### src/rtl/core/neighborhood_range_edge_detector_macros.svh
// ----------------------------------------------------------------------------
// neighborhood range edge detector assertion macros
// property wrappers shared by the core modules
// ----------------------------------------------------------------------------
`ifndef NEIGHBORHOOD_RANGE_EDGE_DETECTOR_MACROS_SVH
`define NEIGHBORHOOD_RANGE_EDGE_DETECTOR_MACROS_SVH

`ifndef NO_ASSERTIONS

// plain property, checked at every edge out of reset
`define NRED_ASSERT(label, clk, rst_n, expr) \
    label: assert property (@(posedge clk) disable iff (!rst_n) (expr)) \
        else $error("nred assertion failed");

// same-cycle implication
`define NRED_ASSERT_IMP(label, clk, rst_n, ante, cons) \
    label: assert property (@(posedge clk) disable iff (!rst_n) (ante) |-> (cons)) \
        else $error("nred assertion failed");

// next-cycle implication
`define NRED_ASSERT_NXT(label, clk, rst_n, ante, cons) \
    label: assert property (@(posedge clk) disable iff (!rst_n) (ante) |=> (cons)) \
        else $error("nred assertion failed");

`else

`define NRED_ASSERT(label, clk, rst_n, expr)
`define NRED_ASSERT_IMP(label, clk, rst_n, ante, cons)
`define NRED_ASSERT_NXT(label, clk, rst_n, ante, cons)

`endif

`endif

### src/rtl/core/nred_queue.sv
`timescale 1ns / 1ps
// ----------------------------------------------------------------------------
// nred_queue
// small synchronous fifo with occupancy count
// ----------------------------------------------------------------------------
`include "neighborhood_range_edge_detector_macros.svh"

module nred_queue #(
    parameter int WIDTH = 8,
    parameter int DEPTH = 4
) (
    input  logic                       clk,
    input  logic                       rst_n,
    input  logic                       push,
    input  logic [WIDTH-1:0]           wdata,
    input  logic                       pop,
    output logic [WIDTH-1:0]           rdata,
    output logic                       empty,
    output logic [$clog2(DEPTH+1)-1:0] count
);

    localparam int PTR_W = $clog2(DEPTH);
    localparam int CNT_W = $clog2(DEPTH + 1);

    logic [WIDTH-1:0] mem_reg [DEPTH];
    logic [PTR_W-1:0] wr_ptr_reg;
    logic [PTR_W-1:0] rd_ptr_reg;
    logic [CNT_W-1:0] count_reg;
    logic [PTR_W-1:0] wr_ptr_next;
    logic [PTR_W-1:0] rd_ptr_next;
    logic [CNT_W-1:0] count_next;
    logic             do_push;
    logic             do_pop;

    assign do_push = push && (count_reg != CNT_W'(DEPTH));
    assign do_pop  = pop && (count_reg != '0);
    assign empty   = (count_reg == '0);
    assign count   = count_reg;
    assign rdata   = mem_reg[rd_ptr_reg];

    always_comb
    begin
        wr_ptr_next = wr_ptr_reg;
        rd_ptr_next = rd_ptr_reg;
        count_next  = count_reg;
        if (do_push)
        begin
            wr_ptr_next = (wr_ptr_reg == PTR_W'(DEPTH - 1)) ? '0 : wr_ptr_reg + 1'b1;
        end
        if (do_pop)
        begin
            rd_ptr_next = (rd_ptr_reg == PTR_W'(DEPTH - 1)) ? '0 : rd_ptr_reg + 1'b1;
        end
        if (do_push && !do_pop)
        begin
            count_next = count_reg + 1'b1;
        end
        else if (do_pop && !do_push)
        begin
            count_next = count_reg - 1'b1;
        end
    end

    always_ff @(posedge clk or negedge rst_n)
    begin
        if (!rst_n)
        begin
            wr_ptr_reg <= '0;
            rd_ptr_reg <= '0;
            count_reg  <= '0;
        end
        else
        begin
            wr_ptr_reg <= wr_ptr_next;
            rd_ptr_reg <= rd_ptr_next;
            count_reg  <= count_next;
        end
    end

    always_ff @(posedge clk)
    begin
        if (do_push)
        begin
            mem_reg[wr_ptr_reg] <= wdata;
        end
    end

    // producers hold back by credit, so a push never meets a full queue
    `NRED_ASSERT_IMP(a_no_overflow, clk, rst_n, push, count_reg < CNT_W'(DEPTH))

endmodule

### config.mk
export PLATFORM = sky130hd
export DESIGN_NAME = nred_queue
export DESIGN_NICKNAME = d
export VERILOG_FILES = /design/src/rtl/core/nred_queue.sv
export VERILOG_INCLUDE_DIRS = /design/src /design/src/rtl/core
export SDC_FILE = /design/constraint.sdc
export NUM_CORES = 1
export LEC_CHECK = 0
export BUFFER_PORTS_ARGS = -buffer_cell sky130_fd_sc_hd__buf_4
export CAP_MARGIN = 15
export CORE_MARGIN = 10
export CORE_UTILIZATION = 45
export CTS_CLUSTER_DIAMETER = 60
export DETAILED_ROUTE_END_ITERATION = 7
export MAX_ROUTING_LAYER = met4
export PLACE_DENSITY_LB_ADDON = 0.05
export SLEW_MARGIN = 20
export SYNTH_ARGS = -nofsm -noshare
export SYNTH_HDL_FRONTEND = slang
export SYNTH_SLANG_ARGS = --single-unit
### constraint.sdc
create_clock -name clk -period 4.6 [get_ports clk]
set_clock_uncertainty 0.05 [all_clocks]
set_input_delay 0.92 -clock clk [delete_from_list [all_inputs] [get_ports clk]]
set_output_delay 0.92 -clock clk [all_outputs]
set_load 0.03 [all_outputs]
==> qor.yml <==
worst_setup_path:
  max_stage_delay_ns: 0.75
  cp-startpoint: "rd_ptr_reg[0]"
  ff2ff_path_depth: 8
  slowest_stage: "dfrtp_1"
  crit_fanout: 11
  arrival_ns: 1.85
  r2r-start: "count[0]"
  r2r_end: "count[2]"
  start_kind: "flop"
  crit_chain: "mux4_2 -> buf_4"
  endpoint_kind: "output pin"
  regToRegSetupSlack_ns: 2.51
  critical_path_class: "reg -> out"
  crit_required_ns: 3.63
route:
  vias: 771
  route.detailed.drc: 0
  totalWireLength_um: 2590
  drt_first_iter_violations: 87
  first_pass_iters: 4
  ant_nets: 0
  wl_per_cell_um: 17.0
  viasPerCell: 5.07
finish:
  fill_cells: 281
  largest_reg_flops: 32
  area_growth_pct: 16.5
  drive_above_1_share_pct: 40.6
  fin_cells: 152
  diodes: 0
  finish.utilization_pct: 55.3
  num-nets-final: 125
sta:
  finalSetupViolations: 0
  final-max-slew-violation-count: 0
  slew_headroom_pct: 59.0
  max_freq_ghz: 0.354
  fin_crit_ns: 2.82
  rsz0062_at_grt: "false"
  tightestPinTransition_ns: 0.615
  finalHoldViolCount: 0
  finalSetupTns_ns: 0
  fin_crit_sh_pct: 61.3
floorplan:
  num_rows: 21
  start_util_pct: 47.5
  dieArea_um2: 6370
  die_x_um: 79.8
  die_h_um: 79.8
  design.core.area_um2: 3390
  ios: 24
grt:
  grt_pass1_wl_um: 4300
  groute.usage.overall_pct: 9.16
  grt_pass1_vias: 892
  grt_overflow: 0
  antenna_found_initial: 0
  grt_max_degree: 12
power:
  total_power_mw: 1.23
  ir_drop_mv: 0.363
  p_per_area_nw_per_um2: 656
  leakage_nw: 0.707
placement:
  place_inst: 145
  gp_congestion: 0.716
  io_buffers: 23
cts:
  htree_levels: 2
  worstSkewPairLatency_ns: 0.33
  clk_pin_slew_ns: 0.10
  cts_inserted_buffers: 5
  cts_resized: 0
  clk_path_buf_depth: 2
  cts_tree: "yes"
  cts_setup_buffers: 0
  hold_buffers: 0
  cts-root-buf: "clkbuf_4"
  clock_sinks: 39
yosys:
  synth_area_leaders: "edfxtp_1 (60%), mux4_2 (11%), dfrtp_1 (11%)"
  synthFlopType: "edfxtp_1"
  syn_nets: 97
  synth.avg_cell_area_um2: 20.6
  yosys.area.top_type: "edfxtp_1"
  yosysTopAreaCellShare_pct: 59.7
  yosysSeqAreaShare_pct: 70.6
  synth.ff_latch_count: 39
  yosys_warnings: 0
  synth_common_cells: "edfxtp_1 (32), mux4_2 (8), dfrtp_1 (7), ha_1 (6), and2_1 (4)"
  async_flop_share_pct: 17.9
  synth_most_common_cell: "edfxtp_1"
  ys_types: 20
  synth_edf_count: 32
  syn_area_um2: 1610
  syn_inst: 78
min_path:
  hold_path_class: "in -> async"
job:
  drv_cap: 0
run_status:
  status: "finished, final reports clean"
-- critical path: cells and delay by family (launching register included) --
family	cells	cell delay, ns
mux	1	0.59
buf+inv	1	0.18
flops	1	0.75
-- report_power, final --
group | internal, mW | switching (mW) | total, mW
logic | 0.236 | 0.262 | 0.498
registers | 0.477 | 0.0999 | 0.577
clock network | 0.0542 | 0.100 | 0.154
-- per-stage QoR --
step / setup WS [ns] / instance area [um2] / hold WS [ns]
6_report: 1.78 / 1870 / 0.335
2_1_floorplan: 2.30 / 1610 / 0.485
3_3_place_gp: 2.12 / 1830 / 0.509
5_1_grt: 1.64 / 1870 / 0.300
4_1_cts: 1.71 / 1870 / 0.315
3_5_place_dp: 2.10 / 1830 / 0.528
-- layout make-up --
cell class	instances	area [um2]	share of cell area (%)
well taps	46	57.6	3.07
clock buffers	5	37.5	2.00
repair buffers	23	173	9.21
clock inverters	2	8.76	0.467
flip-flops and latches	39	1140	60.6
multi-input cells	34	450	24.0
inverters	3	11.3	0.601
-- per-layer routing --
layer	wire (um)	GRT usage, %	up-vias
li1	-	-	356
met1	1110	10.6	389
met2	1260	13.6	19
met5	0	-	-
met3	169	4.17	7
met4	45	3.70	0
-- cell usage in the layout (no fill, tap or decap) --
master and instances:
nor3_1 2, clkinv_1 1, ha_1 6, fa_1 1
mux2_1 1, mux4_2 8, a21o_1 1, xor2_1 2
dfrtp_1 7, clkinv_2 1, nor2_2 1, edfxtp_1 32
xnor2_1 1, inv_1 3, mux2_4 2, and2_1 4
mux2_2 1, a21boi_4 1, buf_4 23, clkbuf_4 5
nor2_1 2, o31ai_4 1
-- how the worst max path moves through the flow --
stage | endpoint | slack (ns) | depth (start not counted)
4_1_cts | rdata[3] | 1.71 | 2
3_3_place_gp | count[2] | 2.12 | 8
2_1_floorplan | empty | 2.30 | 1
5_1_grt | rdata[3] | 1.64 | 2
3_5_place_dp | rdata[3] | 2.10 | 2
6_report | rdata[3] | 1.78 | 2
-- logic make-up after synthesis --
kind of cell	share of synthesized area, %
buffers and inverters	1.40
multiplexers	14.5
XOR/XNOR	1.63
AND/OR/NAND/NOR	3.03
adder cells (fa/ha/maj)	5.91
flip-flops	70.6
AO/OA/AOI/OAI	2.96
(Power assumes the default switching activity.)
