==> src/rtl/core/neighborhood_range_edge_detector_macros.svh <==
// ----------------------------------------------------------------------------
// neighborhood range edge detector assertion macros
// property wrappers shared by the core modules
// ----------------------------------------------------------------------------
`ifndef NEIGHBORHOOD_RANGE_EDGE_DETECTOR_MACROS_SVH
`define NEIGHBORHOOD_RANGE_EDGE_DETECTOR_MACROS_SVH

`ifndef NO_ASSERTIONS

// plain property, checked at every edge out of reset
`define NRED_ASSERT(label, clk, rst_n, expr) \
    label: assert property (@(posedge clk) disable iff (!rst_n) (expr)) \
        else $error("nred assertion failed");

// same-cycle implication
`define NRED_ASSERT_IMP(label, clk, rst_n, ante, cons) \
    label: assert property (@(posedge clk) disable iff (!rst_n) (ante) |-> (cons)) \
        else $error("nred assertion failed");

// next-cycle implication
`define NRED_ASSERT_NXT(label, clk, rst_n, ante, cons) \
    label: assert property (@(posedge clk) disable iff (!rst_n) (ante) |=> (cons)) \
        else $error("nred assertion failed");

`else

`define NRED_ASSERT(label, clk, rst_n, expr)
`define NRED_ASSERT_IMP(label, clk, rst_n, ante, cons)
`define NRED_ASSERT_NXT(label, clk, rst_n, ante, cons)

`endif

`endif

==> src/rtl/core/nred_pkg.sv <==
`timescale 1ns / 1ps
// ----------------------------------------------------------------------------
// nred_pkg
// types, codes and helpers shared by the edge detector core
// ----------------------------------------------------------------------------
package nred_pkg;

    localparam int SUM_W       = 10;
    localparam int CHAN_W      = 8;
    localparam int THR_W       = 10;
    localparam int CFG_W       = 13;
    localparam int ROW_W       = 12;
    localparam int HEIGHT_W    = 13;
    localparam int WIDTH_CFG_W = 12;
    localparam int WIN_SIZE    = 9;
    localparam int FIFO_DEPTH  = 4;
    localparam int FIFO_CNT_W  = $clog2(FIFO_DEPTH + 1);

    localparam logic [THR_W-1:0]    THR_RESET    = 10'd765;
    localparam logic [HEIGHT_W-1:0] HEIGHT_RESET = 13'd480;
    localparam logic [HEIGHT_W-1:0] HEIGHT_MIN   = 13'd3;
    localparam logic [HEIGHT_W-1:0] HEIGHT_MAX   = 13'd4096;
    localparam int                  WIDTH_RESET  = 640;
    localparam int                  WIDTH_MIN    = 3;

    typedef enum logic {
        OP_PIXEL = 1'b0,
        OP_FLUSH = 1'b1
    } nred_op_t;

    typedef enum logic [1:0] {
        REG_EDGE_THRESHOLD = 2'd0,
        REG_IMAGE_WIDTH    = 2'd1,
        REG_IMAGE_HEIGHT   = 2'd2
    } nred_reg_t;

    // one request from front to back
    typedef struct packed {
        logic             is_pixel;
        logic             emit;
        logic             interior;
        logic             last;
        logic [SUM_W-1:0] up;
        logic [SUM_W-1:0] mid;
        logic [SUM_W-1:0] sum;
    } nred_item_t;

    typedef struct packed {
        logic white;
        logic last;
    } nred_result_t;

    function automatic logic [SUM_W-1:0] max2(input logic [SUM_W-1:0] a,
                                              input logic [SUM_W-1:0] b);
        return (a > b) ? a : b;
    endfunction

    function automatic logic [SUM_W-1:0] min2(input logic [SUM_W-1:0] a,
                                              input logic [SUM_W-1:0] b);
        return (a < b) ? a : b;
    endfunction

endpackage

==> src/rtl/core/nred_back.sv <==
`timescale 1ns / 1ps
// ----------------------------------------------------------------------------
// nred_back
// 3x3 sum window, neighbor max/min over registered halves and threshold compare;
// pops requests only while the result fifo has room for everything in flight
// ----------------------------------------------------------------------------
`include "neighborhood_range_edge_detector_macros.svh"

module nred_back (
    input  logic                            clk,
    input  logic                            rst_n,
    input  logic                            q_empty,
    input  nred_pkg::nred_item_t            q_item,
    output logic                            q_pop,
    input  logic [nred_pkg::THR_W-1:0]      threshold,
    input  logic [nred_pkg::FIFO_CNT_W-1:0] o_count,
    output logic                            o_push,
    output nred_pkg::nred_result_t          o_result
);

    localparam int SW = nred_pkg::SUM_W;
    localparam int CW = nred_pkg::FIFO_CNT_W + 1;

    logic [SW-1:0] win_reg [nred_pkg::WIN_SIZE];
    logic          v1_reg;
    logic          int1_reg;
    logic          last1_reg;
    logic          v2_reg;
    logic          int2_reg;
    logic          last2_reg;
    logic [SW-1:0] hi_a_reg;
    logic [SW-1:0] hi_b_reg;
    logic [SW-1:0] lo_a_reg;
    logic [SW-1:0] lo_b_reg;
    logic [SW-1:0] hi;
    logic [SW-1:0] lo;
    logic [SW-1:0] range;

    assign q_pop = !q_empty
                && ((CW'(o_count) + CW'(v1_reg) + CW'(v2_reg)) < CW'(nred_pkg::FIFO_DEPTH));

    // window: columns shift left, new column from the line stores and the pixel
    always_ff @(posedge clk or negedge rst_n)
    begin
        if (!rst_n)
        begin
            for (int k = 0; k < nred_pkg::WIN_SIZE; k++)
            begin
                win_reg[k] <= '0;
            end
        end
        else if (q_pop && q_item.is_pixel)
        begin
            for (int r = 0; r < 3; r++)
            begin
                win_reg[3*r]     <= win_reg[3*r + 1];
                win_reg[3*r + 1] <= win_reg[3*r + 2];
            end
            win_reg[2] <= q_item.up;
            win_reg[5] <= q_item.mid;
            win_reg[8] <= q_item.sum;
        end
    end

    always_ff @(posedge clk or negedge rst_n)
    begin
        if (!rst_n)
        begin
            v1_reg <= 1'b0;
            v2_reg <= 1'b0;
        end
        else
        begin
            v1_reg <= q_pop && q_item.emit;
            v2_reg <= v1_reg;
        end
    end

    always_ff @(posedge clk)
    begin
        int1_reg  <= q_item.interior;
        last1_reg <= q_item.last;
        int2_reg  <= int1_reg;
        last2_reg <= last1_reg;
        hi_a_reg  <= nred_pkg::max2(nred_pkg::max2(win_reg[0], win_reg[1]),
                                    nred_pkg::max2(win_reg[2], win_reg[3]));
        hi_b_reg  <= nred_pkg::max2(nred_pkg::max2(win_reg[5], win_reg[6]),
                                    nred_pkg::max2(win_reg[7], win_reg[8]));
        lo_a_reg  <= nred_pkg::min2(nred_pkg::min2(win_reg[0], win_reg[1]),
                                    nred_pkg::min2(win_reg[2], win_reg[3]));
        lo_b_reg  <= nred_pkg::min2(nred_pkg::min2(win_reg[5], win_reg[6]),
                                    nred_pkg::min2(win_reg[7], win_reg[8]));
    end

    assign hi    = nred_pkg::max2(hi_a_reg, hi_b_reg);
    assign lo    = nred_pkg::min2(lo_a_reg, lo_b_reg);
    assign range = hi - lo;

    // border pixels are black whatever the window holds
    assign o_push         = v2_reg;
    assign o_result.white = int2_reg && (range > threshold);
    assign o_result.last  = last2_reg;

    `NRED_ASSERT_IMP(a_emit_reaches_fifo, clk, rst_n,
        $past(q_pop && q_item.emit, 2), o_push)

endmodule

==> config.mk <==
export PLATFORM = sky130hd
export DESIGN_NAME = nred_back
export DESIGN_NICKNAME = d
export VERILOG_FILES = /design/src/rtl/core/nred_pkg.sv /design/src/rtl/core/nred_back.sv
export VERILOG_INCLUDE_DIRS = /design/src /design/src/rtl/core
export SDC_FILE = /design/constraint.sdc
export NUM_CORES = 1
export LEC_CHECK = 0
export ABC_AREA = 1
export BUFFER_PORTS_ARGS = -buffer_cell sky130_fd_sc_hd__buf_2
export CORE_ASPECT_RATIO = 0.8
export CORE_MARGIN = 2
export CORE_UTILIZATION = 54
export DETAILED_ROUTE_END_ITERATION = 8
export HOLD_SLACK_MARGIN = 0.02
export PLACE_DENSITY = 0.77
export SYNTH_ARGS = -nofsm -noshare
export SYNTH_HDL_FRONTEND = slang
export SYNTH_SLANG_ARGS = --single-unit
==> constraint.sdc <==
create_clock -name clk -period 5.7 [get_ports clk]
set_input_delay 0.285 -clock clk [delete_from_list [all_inputs] [get_ports clk]]
set_output_delay 0.285 -clock clk [all_outputs]
set_load 0.05 [all_outputs]
==> metrics.cfg <==
[logic_synthesis]
yosysTopAreaCellShare=0.251
share_of_synthesized_area_occupied_by_flip_flops_and_latches=0.347
synth.avg_cell_area_um2=7.46
synth_area_leader_cell=sky130_fd_sc_hd__dfrtp_1
synth_area_um2=9170
yosys.cell_types.count=39
async_flop_share=0.676
ys.flop_type=sky130_fd_sc_hd__dfrtp_1
yosys_register_bits=136
synth_enable_flop_cells=0
synthesis.nets=1396
postSynthCellCount=1228
synth.yosys.warnings=0
most_area_consuming_cells_after_synthesis=sky130_fd_sc_hd__dfrtp_1, sky130_fd_sc_hd__ha_1, sky130_fd_sc_hd__nand2_1

[critical_path]
worst-setup-path-type=reg2out
critical_path.endpoint_type=output port
critPathArrivalTime_ps=4820
timing.critical_path.required_ps=5410
crit_fanout=19
start_kind=register

[global_routing]
grt_pass1_vias=7342
antenna_found_initial=0
grt_max_degree=93
grt_overflow_total=0
grt_pass1_wl_um=34700
global_route.usage.total=0.246

[placed_design]
port_buffers=53
dp_hpwl_um=15800
routabilityCongestion=0.919
placed_cells_incl_taps=1458
placedInstanceArea_um2=9470

[finish]
post-route-util=0.610
layout-drive-gt1-share=0.116
final_common_cell=sky130_fd_sc_hd__nand2_1
instances_no_fill=1493
seq_area_um2=3180
area.growth.synth_to_final_pct=10.3
filler_cell_count=1453
final_cell_area_um2=10100
area_used_by_multi_input_combinational_logic_um2=5030
largest_reg_flops=90
layout.nets=1428
antenna_cells_inserted=0
most-common-layout-cells=sky130_fd_sc_hd__nand2_1, sky130_fd_sc_hd__inv_1, sky130_fd_sc_hd__ha_1

[die]
die_w_um=150
fp.dieH_um=121
design.portCount=54
core_region_area_um2=16600
std_cell_rows=42
die-area_um2=18000
initial_utilization=0.554

[timing]
setup_viol_count_final=0
setup_tns_ps=0
maxClockFrequency_mhz=196
period_share=0.896
maxSlewHeadroom=0.418
slew_violations=0
finalHoldViolCount=0
timing_worst_slew_pin_value_ps=873
clock-skew-final_ps=12.9
timing.final.crit_period_ps=5100
grt_setup_unrepaired=false

[route]
first_pass_iters=5
wire_per_inst_um=13.8
drt.antenna.violating_nets=0
drt_wl_total_um=20600
drt-vias-per-instance=5.19
via_count=7747
initialDrtViolationCount=577
drc=0

[clocking]
tritoncts_num_sinks=136
clkLatencyLatePin_ps=430
cts_setup_buffers=0
buffer_cell_driving_the_clock_tree_root=sky130_fd_sc_hd__clkbuf_16
clock_tree.htree_level_count=4
path_clk_slew_ps=60
clockBufferDepth=2
cts_tree=built
total_clock_buffers_created_by_cts=17

[outcome]
outcome=complete, no violations

[min_path]
min-delay-path-class=in2reg

[run]
drv_cap=0

-- critical path, cell delays in order (launching register included) --
cell	delay, ps
sky130_fd_sc_hd__dfxtp_1	320
sky130_fd_sc_hd__inv_1	40
sky130_fd_sc_hd__ha_1	270
sky130_fd_sc_hd__nand2_1	70
sky130_fd_sc_hd__nor2_1	200
sky130_fd_sc_hd__o211ai_1	150
sky130_fd_sc_hd__nand3_1	140
sky130_fd_sc_hd__nand2_2	220
sky130_fd_sc_hd__a21oi_1	290
sky130_fd_sc_hd__ha_1	190
sky130_fd_sc_hd__inv_1	80
sky130_fd_sc_hd__fa_1	400
sky130_fd_sc_hd__nand3_1	100
sky130_fd_sc_hd__nand3_1	100
sky130_fd_sc_hd__nand2_1	80
sky130_fd_sc_hd__nand2_1	50
sky130_fd_sc_hd__nand2_1	70
sky130_fd_sc_hd__a21oi_1	60
sky130_fd_sc_hd__o21ai_0	140
sky130_fd_sc_hd__nand2_1	80
sky130_fd_sc_hd__xor2_1	150
sky130_fd_sc_hd__ha_1	280
sky130_fd_sc_hd__nand2_1	60
sky130_fd_sc_hd__nor2_1	140
sky130_fd_sc_hd__nand4_1	110
sky130_fd_sc_hd__o21bai_1	170
sky130_fd_sc_hd__a41oi_1	160
sky130_fd_sc_hd__buf_2	290
-- area by class of cell --
| cell class | count | share of cell area |
|---|---|---|
| multi-input cells | 860 | 0.498 |
| flip-flops and latches | 136 | 0.315 |
| inverters | 187 | 0.0695 |
| clock buffers | 19 | 0.0438 |
| repair buffers | 58 | 0.0310 |
| well taps | 220 | 0.0272 |
| clock inverters | 13 | 0.0152 |
-- layer usage --
metal,global-route usage,wire length (um),vias up,share of wire
met5,0,0,-,0
met4,0.0843,467,0,0.023
met3,0.0525,1260,32,0.061
met2,0.381,8780,195,0.43
met1,0.343,10100,3491,0.49
li1,-,-,4029,-
-- path summary, 6_finish.rpt --
check / slack (ps) / from / endpoint / depth (start not counted)
max: 600 / hi_b_reg[9] / o_result[1] / 27
min: 60 / q_item[32] / v1_reg / 3
max reg2reg: 1350 / win_reg[79] / hi_a_reg[8] / 17
min reg2reg: 320 / last1_reg / last2_reg / 0
max in group asynchronous: 4220 / rst_n / win_reg[83] / 3
min in group asynchronous: 300 / rst_n / win_reg[17] / 2
-- metrics by stage --
step           hold slack [ps]  worst slack, ps
3_5_place_dp               210              907
2_1_floorplan            -10.6              993
3_3_place_gp               207             1070
4_1_cts                   56.7              430
6_report                  63.7              595
5_1_grt                   75.5              118
-- kinds of logic after synthesis --
kind of cell               count (synthesis)  share of synthesized area
AOI/OAI and AO/OA                        266                      0.155
buffers and inverters                    232                      0.105
xor gates and xnor gates                   7                    0.00669
and+or+nand+nor                          467                      0.221
DFF                                      136                      0.347
adders and majority gates                118                      0.162
muxes                                      2                    0.00246
-- what timing repair did --
item                                    in CTS  in global routing
hold buffers                                 3                  0
endpoints found under the hold margin       27                  0
resized for setup                            0                  2
endpoints found under the setup margin       0                  1
-- Yosys cell counts (4+ instances only) --
cell                       count
sky130_fd_sc_hd__nor2_4        4
sky130_fd_sc_hd__nand2_2      12
sky130_fd_sc_hd__a21oi_1      81
sky130_fd_sc_hd__ha_1        117
sky130_fd_sc_hd__dfxtp_1      44
sky130_fd_sc_hd__o21ai_1      59
sky130_fd_sc_hd__nand3_2      24
sky130_fd_sc_hd__inv_1       184
sky130_fd_sc_hd__nor2_1       72
sky130_fd_sc_hd__o21ai_0      99
sky130_fd_sc_hd__buf_4         6
sky130_fd_sc_hd__nand2_1     320
sky130_fd_sc_hd__dfrtp_1      92
sky130_fd_sc_hd__clkbuf_1      9
sky130_fd_sc_hd__o21ai_2       8
sky130_fd_sc_hd__buf_2        25
sky130_fd_sc_hd__nand4_1      14
sky130_fd_sc_hd__buf_6         5
sky130_fd_sc_hd__nand3_1      15
sky130_fd_sc_hd__xor2_1        6
Power is left out: the tool's default activity adds up to more than one toggle a clock period on the data nets, which glitch-free logic cannot reach.
